==> src/atp_pkg.sv <==
// Shared constants, types and coefficient table of the atan2 polynomial unit.
`default_nettype none

package atp_pkg;

  localparam int unsigned CoordWidthDef = 16;
  localparam int unsigned AngleFracDef  = 13;
  localparam int unsigned AngleWidth    = 16;
  localparam int unsigned RatioFrac     = 16;
  localparam int unsigned QuotWidth     = RatioFrac + 1;
  localparam int unsigned AccWidth      = 19;
  localparam int unsigned CoefCount     = 7;
  localparam logic [63:0] PiQ61         = 64'h6487ED5110B4611A;

  typedef struct packed {
    logic ybig;
    logic xneg;
    logic yneg;
    logic zero;
  } atp_flags_t;

  // Minimax coefficients with 16 fraction bits, highest order first.
  function automatic logic signed [AccWidth-1:0] poly_coef(input int unsigned idx);
    logic signed [AccWidth-1:0] c;
    case (idx)
      0:       c = 19'sd473;
      1:       c = -19'sd2298;
      2:       c = 19'sd5353;
      3:       c = -19'sd8765;
      4:       c = 19'sd13013;
      5:       c = -19'sd21840;
      default: c = 19'sd65536;
    endcase
    return c;
  endfunction

endpackage

`default_nettype wire

==> src/atp_horner_cell.sv <==
// One Horner cell: acc = round(acc * t2) + coefficient.
`default_nettype none

module atp_horner_cell #(
  parameter int unsigned COEF_IDX = 1
) (
  input  wire                                   clk_i,
  input  wire                                   rst_ni,
  input  wire                                   en_next_i,
  output logic                                  en_o,
  input  wire                                   valid_i,
  input  atp_pkg::atp_flags_t                   flags_i,
  input  wire  [atp_pkg::QuotWidth-1:0]         t_i,
  input  wire  [atp_pkg::QuotWidth-1:0]         t2_i,
  input  wire  signed [atp_pkg::AccWidth-1:0]   acc_i,
  output logic                                  valid_o,
  output atp_pkg::atp_flags_t                   flags_o,
  output logic [atp_pkg::QuotWidth-1:0]         t_o,
  output logic [atp_pkg::QuotWidth-1:0]         t2_o,
  output logic signed [atp_pkg::AccWidth-1:0]   acc_o
);
  import atp_pkg::*;

  localparam int unsigned ProdWidth = AccWidth + QuotWidth + 1;

  logic                        valid_q;
  atp_flags_t                  flags_q;
  logic [QuotWidth-1:0]        t_q;
  logic [QuotWidth-1:0]        t2_q;
  logic signed [AccWidth-1:0]  acc_q;

  logic signed [ProdWidth-1:0] prod;
  logic signed [ProdWidth-1:0] prod_rnd;
  logic signed [AccWidth-1:0]  acc_d;

  assign en_o = !valid_q || en_next_i;

  always_comb begin
    prod     = acc_i * $signed({1'b0, t2_i});
    prod_rnd = prod + (ProdWidth'(1) <<< (RatioFrac - 1));
    acc_d    = $signed(prod_rnd[AccWidth+RatioFrac-1:RatioFrac]) + poly_coef(COEF_IDX);
  end

  always_ff @(posedge clk_i or negedge rst_ni) begin
    if (!rst_ni) begin
      valid_q <= 1'b0;
    end else if (en_o) begin
      valid_q <= valid_i;
    end
  end

  always_ff @(posedge clk_i) begin
    if (en_o) begin
      flags_q <= flags_i;
      t_q     <= t_i;
      t2_q    <= t2_i;
      acc_q   <= acc_d;
    end
  end

  assign valid_o = valid_q;
  assign flags_o = flags_q;
  assign t_o     = t_q;
  assign t2_o    = t2_q;
  assign acc_o   = acc_q;

endmodule

`default_nettype wire

==> config.mk <==
export PLATFORM = sky130hd
export DESIGN_NAME = atp_horner_cell
export DESIGN_NICKNAME = d
export VERILOG_FILES = /design/src/atp_pkg.sv /design/src/atp_horner_cell.sv
export SDC_FILE = /design/constraint.sdc
export NUM_CORES = 1
export LEC_CHECK = 0
export BUFFER_PORTS_ARGS = -buffer_cell sky130_fd_sc_hd__buf_2
export CELL_PAD_IN_SITES_DETAIL_PLACEMENT = 1
export CELL_PAD_IN_SITES_GLOBAL_PLACEMENT = 1
export CORE_ASPECT_RATIO = 1.2
export CORE_MARGIN = 2
export CORE_UTILIZATION = 53
export CTS_BUF_LIST = sky130_fd_sc_hd__clkbuf_8 sky130_fd_sc_hd__clkbuf_16
export CTS_CLUSTER_SIZE = 40
export DETAILED_ROUTE_END_ITERATION = 7
export HOLD_SLACK_MARGIN = 0.12
export PLACE_DENSITY = 0.9
export RECOVER_POWER = 25
export SYNTH_ARGS = -nofsm -noshare
export SYNTH_HDL_FRONTEND = slang
export SYNTH_SLANG_ARGS = --single-unit
==> constraint.sdc <==
create_clock -name clk_i -period 4.8 [get_ports clk_i]
set_input_delay 0.96 -clock clk_i [delete_from_list [all_inputs] [get_ports clk_i]]
set_output_delay 0.96 -clock clk_i [all_outputs]
set_load 0.05 [all_outputs]
==> flow_summary.toml, run 1 <==
[global_route]
grt_overflow = 15
grt_pass1_wl_um = 125000
grt_max_degree = 59
track_usage_pct = 64.2
grt_pass1_vias = 17600

[synthesis]
ys_types = 65
syn_inst = 1423
yosys_warnings = 0
synth.most_common_cell = "inv_1"
netlist_area_um2 = 14100
synthTopCellsByArea = "fa_1, edfxtp_1, inv_1"
avgSynthCellArea_um2 = 9.88
syn_nets = 1901
synth.cells.most_frequent = "inv_1, fa_1, and2_1"
ys_seq_elements = 58
seq_area_frac_synth_pct = 12.4
yosys.area.top_type = "fa_1"
postSynth.asyncResetShare_pct = 1.72
ys.flop_type = "edfxtp_1"
synth_edf_count = 57
synth_top_area_share_pct = 44.6

[place]
placed_area_um2 = 16500
hpwl_um = 41800
gp_congestion = 0.902
io_buffers = 119
pre_cts_ws_ps = -3500

[cts]
htree_num_levels = 3
cts_hold_buf = 0
cts_root_buffer = "clkbuf_16"
clkSinkCount = 58
clockBufferDepth = 2
cts_buffers = 9

[outcome]
error = "[ERROR GRT-0116] Global routing finished with congestion. Check the congestion regions in the DRC Viewer."
lastStage = "5_1_grt"
status = "did not finish"

[die]
io_pins = 120
start_util_pct = 53.7
die_h_um = 182
row_count = 65
fp.dieW_um = 153
## cell families after synthesis
logic type	after synthesis	share of synthesized area, %
buf+inv	403	10.8
flops	58	12.4
fa+ha+maj	417	53.8
mux	3	0.249
simple gates	414	15.4
xor+xnor	41	2.55
compound gates	87	4.81
## through the flow
stage	hold slack, ps	std cells	TNS (ps)	utilization (%)
global placement	735	2005	-43330	63.0
floorplan	664	1423	-33570	-
detailed placement	739	2005	-49210	63.0
CTS	367	2057	-38390	68.6
## metal layers
| layer | track usage [%] | overflow |
|---|---|---|
| met1 | 59.7 | 0 |
| met4 | 71.2 | 10 |
| met2 | 89.1 | 5 |
| met3 | 41.4 | 0 |
| met5 | 5.11 | 0 |
## repair_timing
action,CTS
buffers inserted,39
setup endpoints to repair,19
gates resized for setup,197
pin swaps,85
gates cloned,2
==> run 2: changes to the inputs <==
==> config.mk (replaced) <==
export PLATFORM = sky130hd
export DESIGN_NAME = atp_horner_cell
export DESIGN_NICKNAME = d
export VERILOG_FILES = /design/src/atp_pkg.sv /design/src/atp_horner_cell.sv
export SDC_FILE = /design/constraint.sdc
export NUM_CORES = 1
export LEC_CHECK = 0
export BUFFER_PORTS_ARGS = -buffer_cell sky130_fd_sc_hd__buf_2
export CORE_MARGIN = 2
export CORE_UTILIZATION = 40
export DETAILED_ROUTE_END_ITERATION = 7
export PLACE_DENSITY_LB_ADDON = 0.15
export RECOVER_POWER = 25
export SYNTH_ARGS = -nofsm -noshare
export SYNTH_HDL_FRONTEND = slang
export SYNTH_SLANG_ARGS = --single-unit
==> flow_summary.toml, run 2 <==
[cts]
cts_tree = "built"
cts_buffers = 9
clockBufferDepth = 2
htree_num_levels = 3
cts_root_buffer = "clkbuf_16"
insertion_delay_ps = 380
clkSlewWorstSetupHoldPaths_ps = 80
clkSinkCount = 58

[die]
fp.dieW_um = 191
die_h_um = 191
coreArea_um2 = 34500
die-area_um2 = 36700
row_count = 68
io_pins = 120
start_util_pct = 40.7

[timing]
rsz0062_at_grt = "true"
fin_skew_ps = 25.2
hold_ws_ps = 369
finalSetupViolations = 19
worst_slew_pin_slew_ps = 554
min_period_over_period_pct = 152
max_freq_mhz = 137
hold_viol_final = 0
final-max-slew-violation-count = 0
setup_ws_ps = -2500
slew_headroom_pct = 63.0
fin_crit_ps = 7300

[routing]
vias = 10400
drtIter0Drc = 380
routedWlPerCell_um = 16.3
dr.pass1.iters = 8
drc = 0
vias_per_cell = 4.77
ant_nets = 0
wirelength_um = 35400

[place]
placed_area_um2 = 16700
gp_congestion = 0.849
hpwl_um = 30200
io_buffers = 119

[job]
drv_cap = 0

[critical_path]
timing.rr.start = "valid_o"
cp-start-kind = "input port"
reg2reg_to = "t_o[9]"
required_ps = 4940
cp_data_arrival_time_ps = 7430
reg2reg_slack_ps = 3120
reg2reg_depth = 2
worstPathMaxFanout = 7
path_class = "input port to register"
cp-end-kind = "register"

[synthesis]
synth.most_common_cell = "inv_1"
seq_area_frac_synth_pct = 12.4
synth_top_area_share_pct = 44.6
syn_inst = 1423
postSynth.asyncResetShare_pct = 1.72
avgSynthCellArea_um2 = 9.88
synth.cells.most_frequent = "inv_1, fa_1, and2_1"
synthTopCellsByArea = "fa_1, edfxtp_1, inv_1"
netlist_area_um2 = 14100
synth_edf_count = 57
yosys.area.top_type = "fa_1"
syn_nets = 1901
ys_types = 65
ys.flop_type = "edfxtp_1"
yosys_warnings = 0
ys_seq_elements = 58

[global_route]
track_usage_pct = 21.3
grt_pass1_vias = 11800
antenna_found_initial = 1
grt_overflow = 0
grt_max_degree = 43
grt_pass1_wl_um = 59100

[finish]
largest_register_ffs = 19
areaGrowthSynthToFinish_pct = 27.4
drive_above_1_share_pct = 28.3
nNetsFinal = 2195
finish.instance_area_um2 = 17900
fin_util_pct = 51.9
mostFrequentLayoutCell = "inv_1"
final_cell_mix = "inv_1, fa_1, buf_4"

[hold_path]
min_path_type = "input port to async pin"

[outcome]
status = "finished with violations"
violations = "negative setup slack"
## run 2: cell counts after synthesis
Identical to the previous run, type by type.
## run 2: what timing repair did
| action | in CTS | in global routing |
|---|---|---|
| setup endpoints to repair | 19 | 19 |
| gates resized for setup | 106 | 90 |
| hold buffers | 0 | 0 |
| pin swaps | 58 | 77 |
| buffers inserted | 12 | 17 |
## run 2: metrics by stage
| stage | cells | setup TNS (ps) | setup slack (ps) |
|---|---|---|---|
| floorplan | 1423 | -33570 | -2550 |
| CTS | 2166 | -34440 | -2500 |
| global placement | 2139 | -43750 | -3040 |
| finish | 2178 | -34170 | -2500 |
| global route | 2177 | -38160 | -2740 |
| detailed placement | 2139 | -44650 | -3100 |
## run 2: cell families (layout without fill, tap and decap cells)
kind of cell	after synthesis	in the layout	share of synthesized area (%)
AO/OA/AOI/OAI	87	87	4.81
XOR/XNOR	41	41	2.55
adder cells (fa/ha/maj)	417	417	53.8
buffers and inverters	403	702	10.8
flip-flops	58	58	12.4
multiplexers	3	3	0.249
other	0	1	0
AND/OR/NAND/NOR	414	414	15.4
## run 2: worst max-delay path by stage
| stage | from | end | cells after the start |
|---|---|---|---|
| 6_report | acc_i[11] | acc_o[18] | 22 |
| 3_5_place_dp | acc_i[10] | acc_o[18] | 25 |
| 2_1_floorplan | t2_i[3] | acc_o[18] | 27 |
| 4_1_cts | acc_i[8] | acc_o[18] | 26 |
| 3_3_place_gp | acc_i[10] | acc_o[18] | 24 |
| 5_1_grt | t2_i[2] | acc_o[18] | 25 |
## run 2: area by class of cell
cell class                      count  area [um2]
Clock buffer                        9         225
Multi-Input combinational cell    962       11500
Fill cell                        3274       16600
Sequential cell                    58        1740
Inverter                          354        1330
Timing Repair Buffer              332        2450
Clock inverter                      7        93.8
Antenna cell                        1        2.50
Tap cell                          455         569
## run 2: routing by layer
layer	vias up	wire (um)	GRT usage [%]	share of wire [%]
met4	0	1380	8.49	3.9
met2	155	19900	41.1	56
met3	64	994	2.29	2.8
met1	5350	13200	23.7	37
met5	-	0	0	0
li1	4820	-	-	-
## run 2: critical path, cell delays in order
cell	delay [ps]
buf_4	150
and2_4	150
fa_1	540
inv_2	40
fa_1	520
inv_1	50
fa_1	480
fa_1	540
fa_1	430
fa_1	490
ha_4	320
nand4_4	160
nor3_4	270
nor2_2	70
a32o_2	280
or4b_4	570
nor4_4	340
a31o_4	220
a211oi_4	90
nand4_1	120
or4b_4	470
xnor2_2	140
Power of run 2 is left out: the tool's default activity adds up to more than one toggle a clock period on the data nets, which glitch-free logic cannot reach.
==> run 3: changes to the inputs <==
--- a/config.mk
+++ b/config.mk
@@ -7,8 +7,9 @@
 export LEC_CHECK = 0
 export BUFFER_PORTS_ARGS = -buffer_cell sky130_fd_sc_hd__buf_2
 export CORE_MARGIN = 2
-export CORE_UTILIZATION = 40
+export CORE_UTILIZATION = 34
 export DETAILED_ROUTE_END_ITERATION = 7
+export MAX_ROUTING_LAYER = met4
 export PLACE_DENSITY_LB_ADDON = 0.15
 export RECOVER_POWER = 25
 export SYNTH_ARGS = -nofsm -noshare
==> flow_summary.toml, run 3 (synthesis results as in run 2) <==
[global_route]
grt_pass1_wl_um = 61500
met2_usage_pct = 34.9
track_usage_pct = 18.8
grt_max_degree = 59
grt_overflow = 0
use_met1_pct = 21.8
top_usage_layer = "met2"
antenna_found_initial = 0
grtUsageMet3_pct = 2.18
grt_pass1_vias = 11800

[die]
fp.dieW_um = 207
row_count = 74
die-area_um2 = 43000
io_pins = 120
die_h_um = 207
start_util_pct = 34.4
coreArea_um2 = 40800

[timing]
hold_ws_ps = 369
setup_ws_ps = -2510
worst_slew_pin_slew_ps = 852
slew_headroom_pct = 43.2
fin_crit_ps = 7310
max_freq_mhz = 137
rsz0062_at_grt = "true"
final-max-slew-violation-count = 0
hold_viol_final = 0
finalSetupViolations = 19
fin_skew_ps = 21.0
min_period_over_period_pct = 152
tns_ps = -37100

[routing]
dr.pass1.iters = 4
drtIter0Drc = 362
wirelength_um = 36500
drc = 0
routedWlPerCell_um = 16.2
vias = 10200
vias_per_cell = 4.53
ant_nets = 0

[cts]
insertion_delay_ps = 370
clkSinkCount = 58
cts_tree = "built"
clockBufferDepth = 2
cts_buffers = 9
cts_hold_buf = 0
cts_root_buffer = "clkbuf_16"
htree_num_levels = 3
clkSlewWorstSetupHoldPaths_ps = 80

[hold_path]
min_path_type = "input port to async pin"

[critical_path]
cp_slowest_stage_delay_ps = 560
path_common_cell = "fa_1"
crit_family = "adder cells"
cp_data_arrival_time_ps = 7440
reg2reg_slack_ps = 3230
cp_slowest_cell = "fa_2"
path_class = "input port to register"
critical_path_buf_inv_count = 3
cp-start-kind = "input port"
crit_path_cell_trace = "buf_8 > and2_4 > fa_1 > inv_1 > fa_1 > inv_1 > fa_2 > fa_1 > fa_1 > fa_1 > ha_4 > nand4_4 > nor3_4 > nor2_4 > a32o_2 > or4b_4 > nor4_4 > a31o_4 > a211oi_4 > nand4_1 > or4b_4 > xnor2_2"
worstPathMaxFanout = 12
cp-end-kind = "register"
required_ps = 4930

[job]
drv_cap = 0

[finish]
largest_register_ffs = 19
fin_util_pct = 44.4
mostFrequentLayoutCell = "inv_1"
diodes = 0
drive_above_1_share_pct = 28.5
nNetsFinal = 2202
areaGrowthSynthToFinish_pct = 29.0
final_cell_mix = "inv_1, fa_1, buf_4"

[outcome]
status = "finished with violations"
violations = "negative setup slack"

[place]
gp_congestion = 0.855
io_buffers = 119
hpwl_um = 31000
==> run 3: cell count changes in the layout (fill, tap and decap cells not counted), moves of 4 or more <==
cell,previous run,this run
fa_1,295,299
a21oi_2,8,12
fa_2,18,14
buf_2,97,93
buf_6,33,38
==> run 3: routing by layer <==
metal  wire, um  share of wire (%)
met3        795                2.2
met4        637                1.7
met1      15200                 42
met5          0                  0
met2      19900                 55
==> run 3: area by class of cell <==
cell class              instances  area, um2
multi-input cells             962      11500
fillers                      3988      22700
inverters                     354       1330
well taps                     532        666
clock buffers                  11        243
repair buffers                339       2600
clock inverters                 5       78.8
flip-flops and latches         58       1740
==> run 3: path summary, 6_finish.rpt <==
| check | end | cells past startpoint | from |
|---|---|---|---|
| min in group clk_i | flags_o[2] | 1 | flags_i[2] |
| max in group asynchronous | valid_o | 1 | rst_ni |
| worst min-delay path | valid_o | 1 | rst_ni |
| worst max-delay path | acc_o[18] | 22 | t2_i[4] |
| worst min register to register | valid_o | 3 | valid_o |
| worst max register to register | acc_o[5] | 2 | valid_o |
==> run 3: stage by stage <==
step	instances	worst slack (ps)	area [um2]
floorplan	1423	-2550	14400
global placement	2212	-3040	16800
global route	2261	-2710	18100
CTS	2248	-2460	17700
detailed placement	2212	-3090	16800
finish	2261	-2510	18100
==> run 3: worst register-to-register path, stage by stage, from the launching register on <==
cell	delay [ps]
dfrtp_1	410
nand2b_4	80
buf_4	650
==> run 3: timing repair <==
action,CTS,global route
pin swaps,75,58
gates cloned,0,1
resized for setup,120,76
buffers inserted,21,13
setup endpoints to repair,19,19
Power of run 3 is left out for the same reason.
==> run 4: changes to the inputs <==
--- a/config.mk
+++ b/config.mk
@@ -6,6 +6,7 @@
 export NUM_CORES = 1
 export LEC_CHECK = 0
 export BUFFER_PORTS_ARGS = -buffer_cell sky130_fd_sc_hd__buf_2
+export CORE_ASPECT_RATIO = 0.75
 export CORE_MARGIN = 2
 export CORE_UTILIZATION = 34
 export DETAILED_ROUTE_END_ITERATION = 7
==> flow_summary.toml, run 4 (synthesis results as in run 2) <==
[critical_path]
cp-start-kind = "input port"
reg2reg_slack_ps = 3230
crit_path_cell_trace = "buf_12 > and2_4 > fa_1 > inv_2 > fa_1 > fa_1 > fa_1 > inv_1 > fa_1 > inv_1 > fa_1 > inv_2 > ha_4 > nand4_4 > nor3_4 > nor2_2 > a32o_2 > or4b_4 > nor4_4 > a31o_4 > a211oi_4 > nand4_1 > or4b_1 > xnor2_1"
crit_family = "adder cells"
cp_slowest_stage_delay_ps = 560
path_class = "input port to register"
worstPathMaxFanout = 6
cp_slowest_cell = "fa_1"
required_ps = 4910
cp-end-kind = "register"
path_common_cell = "fa_1"
cp_data_arrival_time_ps = 7510
critical_path_buf_inv_count = 5

[routing]
drtIter0Drc = 567
ant_nets = 0
vias = 10200
drc = 0
wirelength_um = 37500
routedWlPerCell_um = 16.7
vias_per_cell = 4.54
dr.pass1.iters = 7

[place]
hpwl_um = 32600
gp_congestion = 0.842
dpl.cell_count = 2211
io_buffers = 119

[finish]
final_cells = 2241
final_cell_mix = "inv_1, fa_1, buf_4"
final-seq-area_um2 = 1740
fill_cells = 3938
diodes = 0
drive_above_1_share_pct = 26.4
multi_input_area_um2 = 11400
areaGrowthSynthToFinish_pct = 26.9
mostFrequentLayoutCell = "inv_1"
largest_register_ffs = 19
nNetsFinal = 2186

[cts]
cts_buffers = 9
cts_root_buffer = "clkbuf_16"
clkSinkCount = 58
cts_tree = "built"
clockBufferDepth = 2
insertion_delay_ps = 370
clkSlewWorstSetupHoldPaths_ps = 60
htree_num_levels = 3

[timing]
fin_skew_ps = 7.58
setup_ws_ps = -2600
max_freq_mhz = 135
final-max-slew-violation-count = 0
hold_viol_final = 0
rsz0062_at_grt = "true"
worst_slew_pin_slew_ps = 853
min_period_over_period_pct = 154
fin_crit_ps = 7400
finalSetupViolations = 19
slew_headroom_pct = 43.1

[global_route]
grt_pass1_wl_um = 61700
track_usage_pct = 19.2
grt_overflow = 0
grt_pass1_vias = 11100
antenna_found_initial = 0
grt_max_degree = 59

[die]
coreArea_um2 = 40800
start_util_pct = 34.5
io_pins = 120
die_h_um = 180
fp.dieW_um = 239
row_count = 64
die-area_um2 = 43000

[outcome]
status = "finished with violations"
violations = "negative setup slack"

[job]
drv_cap = 0

[hold_path]
min_path_type = "input port to async pin"
==> run 4: layout make-up <==
type / instances / area share [%]
flip-flops and latches: 58 / 9.73
repair buffers: 323 / 13.4
well taps: 528 / 3.70
clock buffers: 9 / 1.26
inverters: 354 / 7.45
multi-input cells: 962 / 63.9
clock inverters: 7 / 0.568
==> run 4: per-stage QoR <==
| stage | TNS, ps | utilization (%) | hold slack, ps | worst slack [ps] | instance area (um2) |
|---|---|---|---|---|---|
| after floorplan | -33570 | - | 664 | -2550 | 14400 |
| after global routing | -38970 | 43.8 | 337 | -2790 | 17800 |
| final | -35720 | 43.8 | 360 | -2600 | 17800 |
| after CTS | -34420 | 43.2 | 330 | -2530 | 17600 |
| after detailed placement | -45460 | 41.2 | 736 | -3100 | 16800 |
| after global placement | -45320 | 41.2 | 734 | -3090 | 16800 |
==> run 4: path summary, 6_finish.rpt <==
path,cells after the start,start,end
max in group asynchronous,1,rst_ni,valid_o
max reg2reg,2,valid_o,t2_o[4]
min in group clk_i,1,t_i[1],t_o[1]
max,24,acc_i[7],acc_o[18]
min reg2reg,3,valid_o,valid_o
min,1,rst_ni,valid_o
==> run 4: repair_timing <==
| item | 4_1_cts | 5_1_grt |
|---|---|---|
| hold endpoints to repair | 0 | 0 |
| hold buffers | 0 | 0 |
| pin swaps | 32 | 22 |
| resized for setup | 103 | 49 |
| setup endpoints to repair | 19 | 19 |
| buffers inserted | 11 | 5 |
==> run 4: per-layer routing <==
metal | routed length (um) | global-route usage, %
met2 | 15000 | 26.1
met5 | 0 | -
met3 | 1800 | 3.26
met4 | 279 | 2.80
met1 | 20400 | 30.1
Power of run 4 is left out for the same reason.
