--- config.mk ---
export PLATFORM = sky130hd
export DESIGN_NAME = atp_div_cell
export DESIGN_NICKNAME = d
export VERILOG_FILES = /design/src/atp_pkg.sv /design/src/atp_div_cell.sv
export SDC_FILE = /design/constraint.sdc
export NUM_CORES = 1
export LEC_CHECK = 0
export ABC_AREA = 1
export BUFFER_PORTS_ARGS = -buffer_cell sky130_fd_sc_hd__buf_2
export CAP_MARGIN = 20
export CORE_ASPECT_RATIO = 1.75
export CORE_UTILIZATION = 45
export DETAILED_ROUTE_END_ITERATION = 16
export PLACE_DENSITY = 0.74
export SLEW_MARGIN = 20
export SYNTH_ARGS = -nofsm -noshare
export SYNTH_HDL_FRONTEND = slang
export SYNTH_SLANG_ARGS = --single-unit
--- constraint.sdc ---
create_clock -name clk_i -period 2.4 [get_ports clk_i]
set_input_delay 0.24 -clock clk_i [delete_from_list [all_inputs] [get_ports clk_i]]
set_output_delay 0.24 -clock clk_i [all_outputs]
set_load 0.005 [all_outputs]
--- src/atp_pkg.sv ---
// Shared constants, types and coefficient table of the atan2 polynomial unit.
`default_nettype none

package atp_pkg;

  localparam int unsigned CoordWidthDef = 16;
  localparam int unsigned AngleFracDef  = 13;
  localparam int unsigned AngleWidth    = 16;
  localparam int unsigned RatioFrac     = 16;
  localparam int unsigned QuotWidth     = RatioFrac + 1;
  localparam int unsigned AccWidth      = 19;
  localparam int unsigned CoefCount     = 7;
  localparam logic [63:0] PiQ61         = 64'h6487ED5110B4611A;

  typedef struct packed {
    logic ybig;
    logic xneg;
    logic yneg;
    logic zero;
  } atp_flags_t;

  // Minimax coefficients with 16 fraction bits, highest order first.
  function automatic logic signed [AccWidth-1:0] poly_coef(input int unsigned idx);
    logic signed [AccWidth-1:0] c;
    case (idx)
      0:       c = 19'sd473;
      1:       c = -19'sd2298;
      2:       c = 19'sd5353;
      3:       c = -19'sd8765;
      4:       c = 19'sd13013;
      5:       c = -19'sd21840;
      default: c = 19'sd65536;
    endcase
    return c;
  endfunction

endpackage

`default_nettype wire

--- src/atp_div_cell.sv ---
// One restoring-division cell: resolves one quotient bit of the ratio.
`default_nettype none

module atp_div_cell #(
  parameter int unsigned COORD_WIDTH = atp_pkg::CoordWidthDef
) (
  input  wire                                clk_i,
  input  wire                                rst_ni,
  input  wire                                en_next_i,
  output logic                               en_o,
  input  wire                                valid_i,
  input  atp_pkg::atp_flags_t                flags_i,
  input  wire  [COORD_WIDTH-1:0]             big_i,
  input  wire  [COORD_WIDTH:0]               rem_i,
  input  wire  [atp_pkg::QuotWidth-1:0]      quot_i,
  output logic                               valid_o,
  output atp_pkg::atp_flags_t                flags_o,
  output logic [COORD_WIDTH-1:0]             big_o,
  output logic [COORD_WIDTH:0]               rem_o,
  output logic [atp_pkg::QuotWidth-1:0]      quot_o
);
  import atp_pkg::*;

  logic                   valid_q;
  atp_flags_t             flags_q;
  logic [COORD_WIDTH-1:0] big_q;
  logic [COORD_WIDTH:0]   rem_q;
  logic [QuotWidth-1:0]   quot_q;

  logic [COORD_WIDTH+1:0] trial;
  logic                   qbit;
  logic [COORD_WIDTH:0]   rem_sel;

  assign en_o = !valid_q || en_next_i;

  always_comb begin
    trial   = {1'b0, rem_i} - {2'b00, big_i};
    qbit    = !trial[COORD_WIDTH+1];
    rem_sel = qbit ? trial[COORD_WIDTH:0] : rem_i;
  end

  always_ff @(posedge clk_i or negedge rst_ni) begin
    if (!rst_ni) begin
      valid_q <= 1'b0;
    end else if (en_o) begin
      valid_q <= valid_i;
    end
  end

  // The remainder stays below the divisor, so the doubled value fits.
  always_ff @(posedge clk_i) begin
    if (en_o) begin
      flags_q <= flags_i;
      big_q   <= big_i;
      rem_q   <= {rem_sel[COORD_WIDTH-1:0], 1'b0};
      quot_q  <= {quot_i[QuotWidth-2:0], qbit};
    end
  end

  assign valid_o = valid_q;
  assign flags_o = flags_q;
  assign big_o   = big_q;
  assign rem_o   = rem_q;
  assign quot_o  = quot_q;

endmodule

`default_nettype wire

; ---- After elaboration in Yosys (flattened, before gate mapping)
; Cells that the tools add are included.
[totals]
word_cells = 13
input_bits = 58
out_inout_bits = 56
regBits = 54
[classes]
add_sub_neg = 1
reduce_logical = 3
muxes = 1
[ops]
columns = cell, n
row1 = $sub 17x16->18, 1
row2 = $mux 16, 1
row3 = $logic_not 1->1, 2
row4 = $logic_or 1x1->1, 1

; ---- Logic depth before layout (Yosys ltp)
; Gate-level depths: netlist of the first run.
[depth]
ltp_word = 2
ltp_mapped = 13
mapped_depth_nobuf = 13

; ---- Worst setup path after synthesis of the first run
; Ideal clock, no wire load.
[synth_timing]
path_kind = register -> register
from = reg valid_q (netlist: valid_o)
to = reg big_q[0] (netlist: big_o[0]), enable pin
synth_period_minus_slack_ns = 1.976
required_time_ns = 1.985
n_path_buf = 0
setup_ns = 0.415
slack_ns = 0.424
t_arrival_ns = 1.561
path_stages_with_launch = 2
cell_sequence = dfrtp_1 nand2_1
[synth_between]
elab_chain_len = 2
[synth_rtl]
columns = item, line
row1 = start: declaration, atp_div_cell.sv:24  ; logic valid_q;
row2 = start signal: assignment, atp_div_cell.sv:46  ; valid_q <= valid_i;
row3 = $logic_not 1->1, atp_div_cell.sv:34  ; assign en_o = !valid_q || en_next_i;
row4 = $logic_or 1x1->1, atp_div_cell.sv:34
row5 = named net en_o, atp_div_cell.sv:10  ; output logic en_o,
row6 = end signal: assignment, atp_div_cell.sv:54  ; big_q <= big_i;
row7 = end: declaration, atp_div_cell.sv:26  ; logic [COORD_WIDTH-1:0] big_q;
; The timed path passes the listed nets, and every way through them passes these cells.
; A chain may end at the register's enable or synchronous reset.

; ---- Final worst setup path of the first run
[layout_timing]
from = in big_i[7]
to = reg rem_q[10] (netlist: rem_o[10]), data pin
[layout_between]
elab_chain_len = 2
[layout_rtl]
columns = item, line
row1 = start: declaration, atp_div_cell.sv:13  ; input wire [COORD_WIDTH-1:0] big_i,
row2 = $sub 17x16->18, atp_div_cell.sv:37  ; trial = {1'b0, rem_i} - {2'b00, big_i};
row3 = $mux 16, atp_div_cell.sv:39  ; rem_sel = qbit ? trial[COORD_WIDTH:0] : rem_i;
row4 = named net rem_sel[9], atp_div_cell.sv:32  ; logic [COORD_WIDTH:0] rem_sel;
row5 = end signal: assignment, atp_div_cell.sv:55  ; rem_q <= {rem_sel[COORD_WIDTH-1:0], 1'b0};
row6 = end: declaration, atp_div_cell.sv:27  ; logic [COORD_WIDTH:0] rem_q;
; The timed path passes the listed nets, and every way through them passes these cells.

==> results of run 1 <==
==> timing repair <==
item / CTS / global route
buffers inserted: 0 / 0
hold endpoints to repair: 1 / 0
hold buffers: 1 / 0
==> per-stage QoR <==
step | std cells | total power, W | utilization (%) | cell area, sq um | worst slack [ns]
after CTS | 512 | 0.00232 | 59.6 | 3740 | 0.628
after floorplan | 314 | 0.00150 | - | 2960 | 0.424
after global placement | 503 | 0.00169 | 57.6 | 3610 | 0.325
final | 512 | 0.00229 | 59.6 | 3740 | 0.661
after detailed placement | 503 | 0.00170 | 57.6 | 3610 | 0.291
after global routing | 512 | 0.00242 | 59.6 | 3740 | 0.445
==> final timing paths <==
path / endpoint / start / depth (start not counted) / slack [ns]
setup / recovery: rem_o[10]$_DFFE_PP_ / big_i[7] / 13 / 0.66
hold / removal: quot_o[15]$_DFFE_PP_ / quot_i[14] / 1 / 0.09
setup reg to reg: rem_o[15]$_DFFE_PP_ / valid_o$_DFFE_PN0P_ / 2 / 1.06
hold reg to reg: valid_o$_DFFE_PN0P_ / valid_o$_DFFE_PN0P_ / 2 / 0.81
max in group asynchronous: valid_o$_DFFE_PN0P_ / rst_ni / 2 / 2.08
min in group asynchronous: valid_o$_DFFE_PN0P_ / rst_ni / 2 / 0.23
==> Yosys cell counts, drive strengths merged <==
cell and instances:
ha 16, a21oi 10, fa 1, conb 1
or2 2, o21ai 2, nand3 31, and2 1
buf 4, inv 55, xnor2 2, nand4 4
edfxtp 53, nor3 2, nand3b 4, dfrtp 1
xor2 4, nand2 104, nor2 17
==> power by group through the flow <==
stage	combinational (W)	sequential, W	clock [W]
finish	0.000504	0.00117	0.000621
global route	0.000575	0.00118	0.000664
CTS	0.000511	0.00117	0.000636
detailed placement	0.000507	0.00119	0
global placement	0.000497	0.00119	0
floorplan	0.000287	0.00121	0
==> routing by layer <==
metal / vias up / wire, microns
met5: - / 0
met4: 0 / 121
met3: 8 / 230
met2: 63 / 3560
met1: 1124 / 2340
li1: 1247 / -
==> logic make-up (layout without fill, tap and decap cells) <==
kind of cell,count (synthesis),after routing
compound gates,12,12
xor+xnor,6,6
fa+ha+maj,17,17
buf+inv,59,177
flops,54,54
other cells,1,1
simple gates,165,165
==> layout by cell type, fill, tap and decap left out, types with 2 or more instances in the layout <==
master    count
nand3b_1      4
a21oi_1       8
xor2_1        4
nor2_2        3
nand3_1      27
inv_1        55
xnor2_1       2
nor2_1       13
nand2_2       4
nand3_2       4
o21ai_0       2
or2_2         2
ha_1         16
a21oi_2       2
clkbuf_8      5
buf_2       111
edfxtp_1     53
nand2_1      98
nand4_1       4
nor3_1        2
==> layout make-up <==
cell class              instances  area [sq um]  area share [%]
clock buffers                   5          68.8            1.84
clock inverters                 3          47.5            1.27
inverters                      55           206            5.52
multi-input cells             201          1110            29.6
flip-flops and latches         54          1620            43.2
well taps                      80           100            2.68
repair buffers                114           593            15.9
==> sequential cells by signal, indices dropped and copies added, names as in the netlist <==
name and flops:
quot_o 17, big_o 16, valid_o 1, rem_o 16, flags_o 4
==> worst max-delay path: stages <==
cell     delay (ns)
buf_2          0.09
inv_1          0.04
ha_1           0.34
nand2_2        0.13
inv_1          0.05
nand2_1        0.06
nand2_1        0.07
inv_1          0.09
nand3_2        0.11
nand2_4        0.22
nand2_8        0.16
nand3_1        0.14
nand2_1        0.07
==> out/qor.csv, run 1 <==
metric,value,unit
status,"complete, no violations",
synthSimpleGateAreaFrac,25.6,%
dieHeight,109,microns
h-tree-depth,2,
cp.required,2.47,ns
synth_xor_area_share,1.77,%
cap_violations,0,
crit_type,in -> reg,
place.gp.congestion,0.866,
synth_compound_area_share,2.28,%
cts.sinks,54,
fillers,599,
coreArea,0.00628,sq mm
numPortBuffers,111,
final_nets,506,
period_needed,1.74,ns
synth_top_family_by_area,simple AND/OR/NAND/NOR gates,
grt-busiest-layer,met2,
antenna_found_initial,0,
syn_to_final_growth,26.1,%
grt_pass1_vias,2326,
grt_max_degree,39,
hp-class,in -> reg,
pwr_density_cell,613,mW/mm^2
fp.dieW,63.4,microns
tritoncts,yes,
p_sw,0.000612,W
tns,0,ns
grt_overflow_total,0,
switching_share,26.7,%
yosys_warnings,0,
ys_types,27,
yosysTopAreaCellShare,53.7,%
routedWlPerCell,12.2,microns
p_int,0.00168,W
clk_pin_slew,0.10,ns
drtAntennaViolNets,0,
power_frac_clock,27.1,%
drt_drc_violations_left,0,
netlist_area,0.00296,sq mm
fin_worst_skew,0.00722,ns
fp.dieArea,0.00693,sq mm
ys_ff_latch,54,
drt-vias-per-instance,4.77,
io_pins,114,
hold_violations,0,
dr_total_vias,2442,
met3_usage,2.07,%
syn_nets,389,
grt.total_usage,18.9,%
setup_viol,0,
combPwrFrac,22.0,%
layout-drive-gt1-share,32.2,%
syn_area_per_cell,9.44,sq um
endpoint_kind,register,
syn_inst,314,
cts_root_buffer,clkbuf_8,
hold_ws,0.0939,ns
cts_buffer_depth,2,
wirelength,6.25,mm
hpwl,4.94,mm
synth_seq_area_share,54.5,%
sequentialPowerShare,51.0,%
ir_drop,0.316,mV
grt_use_met2,36.9,%
synth_fa_ha_area_share,7.43,%
antennaDiodeCount,0,
yosys.area.top_type,edfxtp_1,
max_freq,0.575,GHz
final_max_slew_viol_count,0,
cp-start-kind,input port,
use_met1,19.7,%
crit_arrival,1.81,ns
p_leak,1.95,nW
start_util,47.2,%
fin_crit_sh,72.5,%
drtIter0Drc,112,
ctsResizeCount,0,
first_pass_iters,4,
worstPathMaxFanout,18,
rows,38,
grt_pass1_wl,9.96,mm
numCtsBuffers,5,
clk_latency,0.31,ns
rsz0062_at_grt,false,
yosys-top-cells-area,"edfxtp_1, nand2_1, inv_1, ha_1, nand3_1",
synthMuxAreaShare,0,%
(Power assumes the default switching activity.)
==> run 2: changes to the inputs <==
Settings changed: ABC_AREA 1 to 0, PLACE_DENSITY 0.74 to 0.76.
Clock period 2.4 ns to 1.8 ns, I/O delays scaled along.
==> run 2 against run 1 <==
The run now ends with negative setup slack left. First-iteration DRC count is 51% lower. Clock power is 4.0% higher. Final cell count is 16% lower. Sequential power is 34% higher. Die area is 10% lower. Via count is 13% lower. Sequential cell count stayed put. Critical path depth is 1 lower. Routed wire length is 2.9% lower. Sequential share of layout area is 3.7 points lower. Worst hold slack worse by 0.049 ns. Area after synthesis is 11% lower. Critical endpoint is now rem_o[11]$_DFFE_PP_. Highest routed layer unchanged.
==> out/qor.csv, run 2 <==
metric,value,unit,change
fp.dieW,60.0,microns,was 63.4 microns
syn_inst,183,,was 314
p_leak,1.88,nW,was 1.95 nW
hp-class,in -> reg,,unchanged
setup_slack,-0.312,ns,was 0.661 ns
crit_arrival,2.18,ns,was 1.81 ns
dr_total_vias,2114,,was 2442
antenna_found_initial,0,,unchanged
cp.required,1.86,ns,was 2.47 ns
drt_drc_violations_left,0,,unchanged
drtAntennaViolNets,0,,unchanged
hpwl,4.53,mm,was 4.94 mm
numPortBuffers,111,,unchanged
clk_latency,0.31,ns,about the same
routedWlPerCell,14.2,microns,was 12.2 microns
holdPathEnd,quot_o[14]$_DFFE_PP_,,was quot_o[15]$_DFFE_PP_
crit_type,in -> reg,,unchanged
combPwrFrac,29.1,%,was 22.0%
yosysTopAreaCellShare,60.1,%,was 53.7%
synthArstFlopShare,1.85,%,unchanged
final_cell_mix,"buf_2, edfxtp_1, buf_4",,"was buf_2, nand2_1, inv_1"
numCtsBuffers,5,,unchanged
synth_seq_area_share,61.0,%,was 54.5%
netlist_area,0.00265,sq mm,was 0.00296 sq mm
endpoint_kind,register,,unchanged
grt.total_usage,20.5,%,was 18.9%
start_util,47.0,%,was 47.2%
holdPathStages,1,,unchanged
tns,-3.52,ns,was 0 ns
hold_ws,0.0446,ns,was 0.0939 ns
syn_to_final_growth,54.4,%,was 26.1%
yosys.area.top_type,edfxtp_1,,unchanged
yosys-top-cells-area,"edfxtp_1, ha_1, mux2_4, inv_1, mux2_2",,"was edfxtp_1, nand2_1, inv_1, ha_1, nand3_1"
place.gp.congestion,0.967,,was 0.866
fin_worst_skew,0.00706,ns,was 0.00722 ns
ys_types,43,,was 27
worstPathMaxFanout,3,,was 18
grt_pass1_wl,9.25,mm,was 9.96 mm
fp.dieArea,0.00621,sq mm,was 0.00693 sq mm
grt_overflow_total,0,,unchanged
h-tree-depth,2,,unchanged
coreArea,0.00563,sq mm,was 0.00628 sq mm
timing.rr.start,valid_o$_DFFE_PN0P_,,unchanged
syn_nets,258,,was 389
pre_cts_slack,-0.739,ns,was 0.291 ns
dieHeight,103,microns,was 109 microns
p_sw,0.000796,W,was 0.000612 W
cp-start-kind,input port,,unchanged
setup_viol,16,,was 0
largest_reg_flops,17,,unchanged
p_int,0.00232,W,was 0.00168 W
cts_root_buffer,clkbuf_8,,unchanged
r2r_end,quot_o[2]$_DFFE_PP_,,was rem_o[15]$_DFFE_PP_
antennaDiodeCount,0,,unchanged
grt_max_degree,47,,was 39
max_freq,0.473,GHz,
drt-vias-per-instance,4.94,,was 4.77
power_frac_clock,20.7,%,was 27.1%
worstHoldStart,quot_i[13],,was quot_i[14]
final_nets,426,,was 506
cts.sinks,54,,unchanged
first_pass_iters,4,,unchanged
wirelength,6.07,mm,was 6.25 mm
fin_crit_sh,117,%,
clk_pin_slew,0.09,ns,was 0.10 ns
ys_ff_latch,54,,unchanged
pwr_density_cell,763,mW/mm^2,was 613 mW/mm^2
tritoncts,yes,,unchanged
r2r_cells,2,,unchanged
drtIter0Drc,55,,was 112
io_pins,114,,unchanged
violations,negative setup slack,,
rsz0062_at_grt,true,,was false
rrSetupSlack,0.57,ns,was 1.06 ns
hold_violations,0,,unchanged
synth_most_common_cell,edfxtp_1,,was nand2_1
cts_buffer_depth,2,,unchanged
mostFrequentLayoutCell,buf_2,,unchanged
ys_dominant_reg_cell,edfxtp_1,,unchanged
switching_share,25.5,%,was 26.7%
cap_violations,0,,unchanged
layout-drive-gt1-share,61.6,%,was 32.2%
final_max_slew_viol_count,0,,unchanged
yosys_warnings,0,,unchanged
syn_area_per_cell,14.5,sq um,was 9.44 sq um
ir_drop,0.332,mV,was 0.316 mV
sequentialPowerShare,50.2,%,was 51.0%
status,finished with violations,,"was complete, no violations"
synth_edf_count,53,,unchanged
period_needed,2.11,ns,
grt_pass1_vias,2102,,was 2326
yosys-top-cells-count,"edfxtp_1, inv_1, ha_1",,"was nand2_1, inv_1, edfxtp_1, nand3_1, ha_1"
rows,36,,was 38
-- run 2: cell count changes in the layout (fill, tap and decap cells not counted), moves of 8 or more --
cell / delta
nor2_1: -8
buf_6: +11
inv_1: -44
nand3_1: -25
ha_4: +8
ha_1: -8
buf_4: +45
mux2_4: +12
nand2_1: -93
-- run 2: worst max-delay path, stage by stage --
cell and delay, ns:
buf_6 0.09, inv_4 0.05, ha_4 0.13, inv_2 0.03, fa_2 0.34, a211oi_2 0.30
nor2_2 0.09, o31ai_4 0.28, o2bb2ai_2 0.17, o21bai_1 0.10, xor2_1 0.14, mux2_4 0.26
-- run 2: power by group through the flow --
stage	Combinational, W	Clock, W	Sequential [W]
after floorplan	0.000409	0	0.00162
after global placement	0.000788	0	0.00159
after detailed placement	0.000815	0	0.00159
after CTS	0.000898	0.000671	0.00157
after global routing	0.000995	0.000690	0.00158
final	0.000909	0.000646	0.00157
-- run 2: cell families after synthesis --
| family | share of synthesized area, % |
|---|---|
| flops | 61.0 |
| compound gates | 12.9 |
| simple gates | 3.78 |
| buf+inv | 3.64 |
| fa+ha+maj | 8.31 |
| mux | 6.90 |
| xor+xnor | 3.31 |
| other cells | 0.142 |
-- run 2: worst max-delay path by stage --
stage | startpoint | end | slack [ns] | cells past startpoint
6_report | rem_i[0] | rem_o[11]$_DFFE_PP_ | -0.31 | 12
5_1_grt | rem_i[0] | rem_o[11]$_DFFE_PP_ | -0.39 | 12
4_1_cts | rem_i[0] | rem_o[11]$_DFFE_PP_ | -0.32 | 12
3_5_place_dp | big_i[1] | rem_o[11]$_DFFE_PP_ | -0.74 | 11
3_3_place_gp | big_i[1] | rem_o[13]$_DFFE_PP_ | -0.68 | 11
2_1_floorplan | big_i[1] | rem_o[10]$_DFFE_PP_ | -0.53 | 10
-- run 2: metal layers --
metal / GRT usage (%) / vias to the layer above / wire, microns / share of wire, %
li1: - / 1020 / - / -
met1: 19.6 / 994 / 2080 / 34
met2: 39.7 / 86 / 3440 / 57
met3: 3.36 / 14 / 362 / 6.0
met4: 11.3 / 0 / 190 / 3.1
met5: 0 / - / 0 / 0
-- run 2: layout make-up --
cell class	count	area, sq um
inverter	18	93.8
clock inverter	2	13.8
tap	76	95.1
multi-input combinational	107	1140
fill	383	1540
timing repair buffer	165	1060
sequential	54	1620
clock buffer	6	72.6
-- run 2: through the flow --
| stage | util, % | std cells | power, W | cell area, sq um |
|---|---|---|---|---|
| floorplan | - | 183 | 0.00203 | 2800 |
| global placement | 67.3 | 413 | 0.00238 | 3790 |
| detailed placement | 67.3 | 413 | 0.00241 | 3790 |
| CTS | 72.3 | 428 | 0.00314 | 4070 |
| global route | 72.6 | 428 | 0.00327 | 4090 |
| finish | 72.6 | 428 | 0.00312 | 4090 |
-- run 2: repair_timing --
| action | 4_1_cts | 5_1_grt |
|---|---|---|
| endpoints found under the setup margin | 17 | 17 |
| hold buffers | 1 | 0 |
| pin swaps | 23 | 18 |
| endpoints found under the hold margin | 1 | 0 |
| cloned | 1 | 0 |
| buffers inserted | 5 | 1 |
| resized for setup | 31 | 6 |
==> run 3: changes to the inputs <==
Settings changed: PLACE_DENSITY 0.76 to 0.72.
==> run 3 against run 2 <==
The run still ends with negative setup slack left. Sequential share of layout area is 0.74 points lower. Final area increased by 1.9%. Critical path depth fell by 1. Non-clock buffer count is 4 higher. Global-route usage barely moved. Largest cell class unchanged.
==> out/qor.csv, run 3 (synthesis gave the netlist of run 2 again) <==
metric,value,unit,change
switching_share,25.2,%,was 25.5%
grt_use_met2,40.0,%,was 39.7%
h-tree-depth,2,,unchanged
sequentialPowerShare,47.4,%,was 50.2%
final_cell_mix,"buf_2, buf_4, edfxtp_1",,"was buf_2, edfxtp_1, buf_4"
status,finished with violations,,unchanged
worstHoldStart,big_i[3],,was quot_i[13]
clk_latency,0.32,ns,was 0.31 ns
fin_area,0.00417,sq mm,was 0.00409 sq mm
drt-vias-per-instance,4.83,,was 4.94
fp.dieArea,0.00621,sq mm,unchanged
cp.required,1.87,ns,was 1.86 ns
rsz0062_at_grt,true,,unchanged
cts_buffer_depth,2,,unchanged
dieHeight,103,microns,unchanged
drtIter0Drc,44,,was 55
pwr_density_cell,794,mW/mm^2,was 763 mW/mm^2
cp.buffers_inverters,3,,unchanged
numPortBuffers,111,,unchanged
tns,-5.12,ns,was -3.52 ns
wirelength,6.31,mm,was 6.07 mm
crit_arrival,2.25,ns,was 2.18 ns
fin_crit_sh,121,%,was 117%
power_frac_clock,24.3,%,was 20.7%
fp.dieW,60.0,microns,unchanged
hpwl,4.63,mm,was 4.53 mm
met3_usage,4.60,%,was 3.36%
p_total,0.00331,W,was 0.00312 W
grt_pass1_vias,2054,,was 2102
cp_slowest_cell,a41oi_4,,was fa_2
period_needed,2.17,ns,was 2.11 ns
grt_pass1_wl,9.15,mm,was 9.25 mm
p_leak,1.91,nW,was 1.88 nW
post_dp_cell_area,0.00382,sq mm,was 0.00379 sq mm
first_pass_iters,5,,was 4
worstPathCellList,"buf_12, inv_16, ha_4, nor2b_4, o31a_1, o21a_1, nor2_4, o311ai_4, a41oi_4, clkbuf_16, mux2_4",,"was buf_6, inv_4, ha_4, inv_2, fa_2, a211oi_2, nor2_2, o31ai_4, o2bb2ai_2, o21bai_1, xor2_1, mux2_4"
endpoint_kind,register,,unchanged
largest_reg_flops,17,,unchanged
utilization,74.0,%,was 72.6%
timing.rr.start,valid_o$_DFFE_PN0P_,,unchanged
hp-class,in -> reg,,unchanged
drtAntennaViolNets,0,,unchanged
fin_worst_skew,0.0120,ns,was 0.00706 ns
cp-startpoint,big_i[1],,was rem_i[0]
coreArea,0.00563,sq mm,unchanged
p_sw,0.000832,W,was 0.000796 W
routedWlPerCell,14.6,microns,was 14.2 microns
final_max_slew_viol_count,0,,unchanged
clk_pin_slew,0.10,ns,was 0.09 ns
crit_family,compound AO/OA/AOI/OAI gates,,unchanged
cts_root_buffer,clkbuf_8,,unchanged
dr_total_vias,2088,,was 2114
fillers,394,,was 383
antennaDiodeCount,0,,unchanged
use_met1,19.1,%,was 19.6%
grt_max_degree,56,,was 47
area.sequential,0.00162,sq mm,unchanged
layout-drive-gt1-share,62.6,%,was 61.6%
start_util,47.0,%,unchanged
place.gp.congestion,0.907,,was 0.967
violations,negative setup slack,,unchanged
rows,36,,unchanged
combPwrFrac,28.3,%,was 29.1%
crit_path_max_incr_delay,0.36,ns,was 0.34 ns
holdPathStages,1,,unchanged
mostFrequentLayoutCell,buf_2,,unchanged
final_nets,430,,was 426
tritoncts,yes,,unchanged
p_int,0.00248,W,was 0.00232 W
multiInputGateArea,0.00116,sq mm,was 0.00114 sq mm
crit_type,in -> reg,,unchanged
max_freq,0.460,GHz,was 0.473 GHz
cts.sinks,54,,unchanged
grt_overflow_total,0,,unchanged
io_pins,114,,unchanged
numCtsBuffers,5,,unchanged
ir_drop,0.678,mV,was 0.332 mV
r2r_cells,2,,unchanged
cp-start-kind,input port,,unchanged
grt.total_usage,20.6,%,was 20.5%
grt-busiest-layer,met2,,unchanged
setup_slack,-0.374,ns,was -0.312 ns
syn_to_final_growth,57.3,%,was 54.4%
cap_violations,0,,unchanged
setup_viol,17,,was 16
antenna_found_initial,0,,unchanged
hold_violations,0,,unchanged
worstPathMaxFanout,5,,was 3
cp_num_cells,11,,was 12
drt_drc_violations_left,0,,unchanged
run 3: cell types whose count changed in the layout (fill, tap and decap cells not counted), sizes merged:
cell,before,now
clkinvlp,0,1
clkbuf,6,7
bufinv,0,1
clkinv,2,0
buf,164,167
run 3: repair_timing:
| action | in CTS | in global routing |
|---|---|---|
| endpoints found under the hold margin | 1 | 0 |
| setup endpoints to repair | 17 | 17 |
| gates resized for setup | 27 | 10 |
| cloned | 0 | 1 |
| pin swaps | 12 | 19 |
| hold buffers | 1 | 0 |
| setup buffers | 2 | 4 |
run 3: routing by layer:
| layer | routed length [microns] | vias to the layer above | share of wire (%) |
|---|---|---|---|
| met3 | 343 | 14 | 5.4 |
| met2 | 3660 | 96 | 58 |
| li1 | - | 1030 | - |
| met4 | 174 | 0 | 2.8 |
| met5 | 0 | - | 0 |
| met1 | 2140 | 948 | 34 |
run 3: path summary, 6_finish.rpt:
path | end | slack (ns)
worst min-delay path | big_o[3]$_DFFE_PP_ | 0.03
min in group asynchronous | valid_o$_DFFE_PN0P_ | 0.18
worst max register to register | flags_o[1]$_DFFE_PP_ | 0.71
worst max-delay path | rem_o[13]$_DFFE_PP_ | -0.37
max in group asynchronous | valid_o$_DFFE_PN0P_ | 1.54
worst min register to register | valid_o$_DFFE_PN0P_ | 0.78
run 3: layout make-up:
| type | count | area share [%] |
|---|---|---|
| multi-input combinational | 107 | 27.9 |
| tap | 76 | 2.28 |
| clock inverter | 2 | 0.901 |
| sequential | 54 | 38.8 |
| clock buffer | 6 | 1.74 |
| inverter | 18 | 2.25 |
| timing repair buffer | 169 | 26.1 |
run 3: through the flow:
| step | hold WS (ns) | worst slack, ns | std cells |
|---|---|---|---|
| floorplan | -0.116 | -0.528 | 183 |
| global placement | -0.0437 | -0.669 | 417 |
| detailed placement | -0.0436 | -0.707 | 417 |
| CTS | 0.0284 | -0.268 | 428 |
| global route | 0.0188 | -0.421 | 432 |
| finish | 0.0286 | -0.374 | 432 |
run 3: power groups by stage:
stage | Sequential (W) | Combinational [W] | Clock [W]
2_1_floorplan | 0.00162 | 0.000409 | 0
3_3_place_gp | 0.00160 | 0.000806 | 0
3_5_place_dp | 0.00160 | 0.000829 | 0
4_1_cts | 0.00157 | 0.000884 | 0.000822
5_1_grt | 0.00158 | 0.00103 | 0.000853
6_report | 0.00157 | 0.000936 | 0.000804
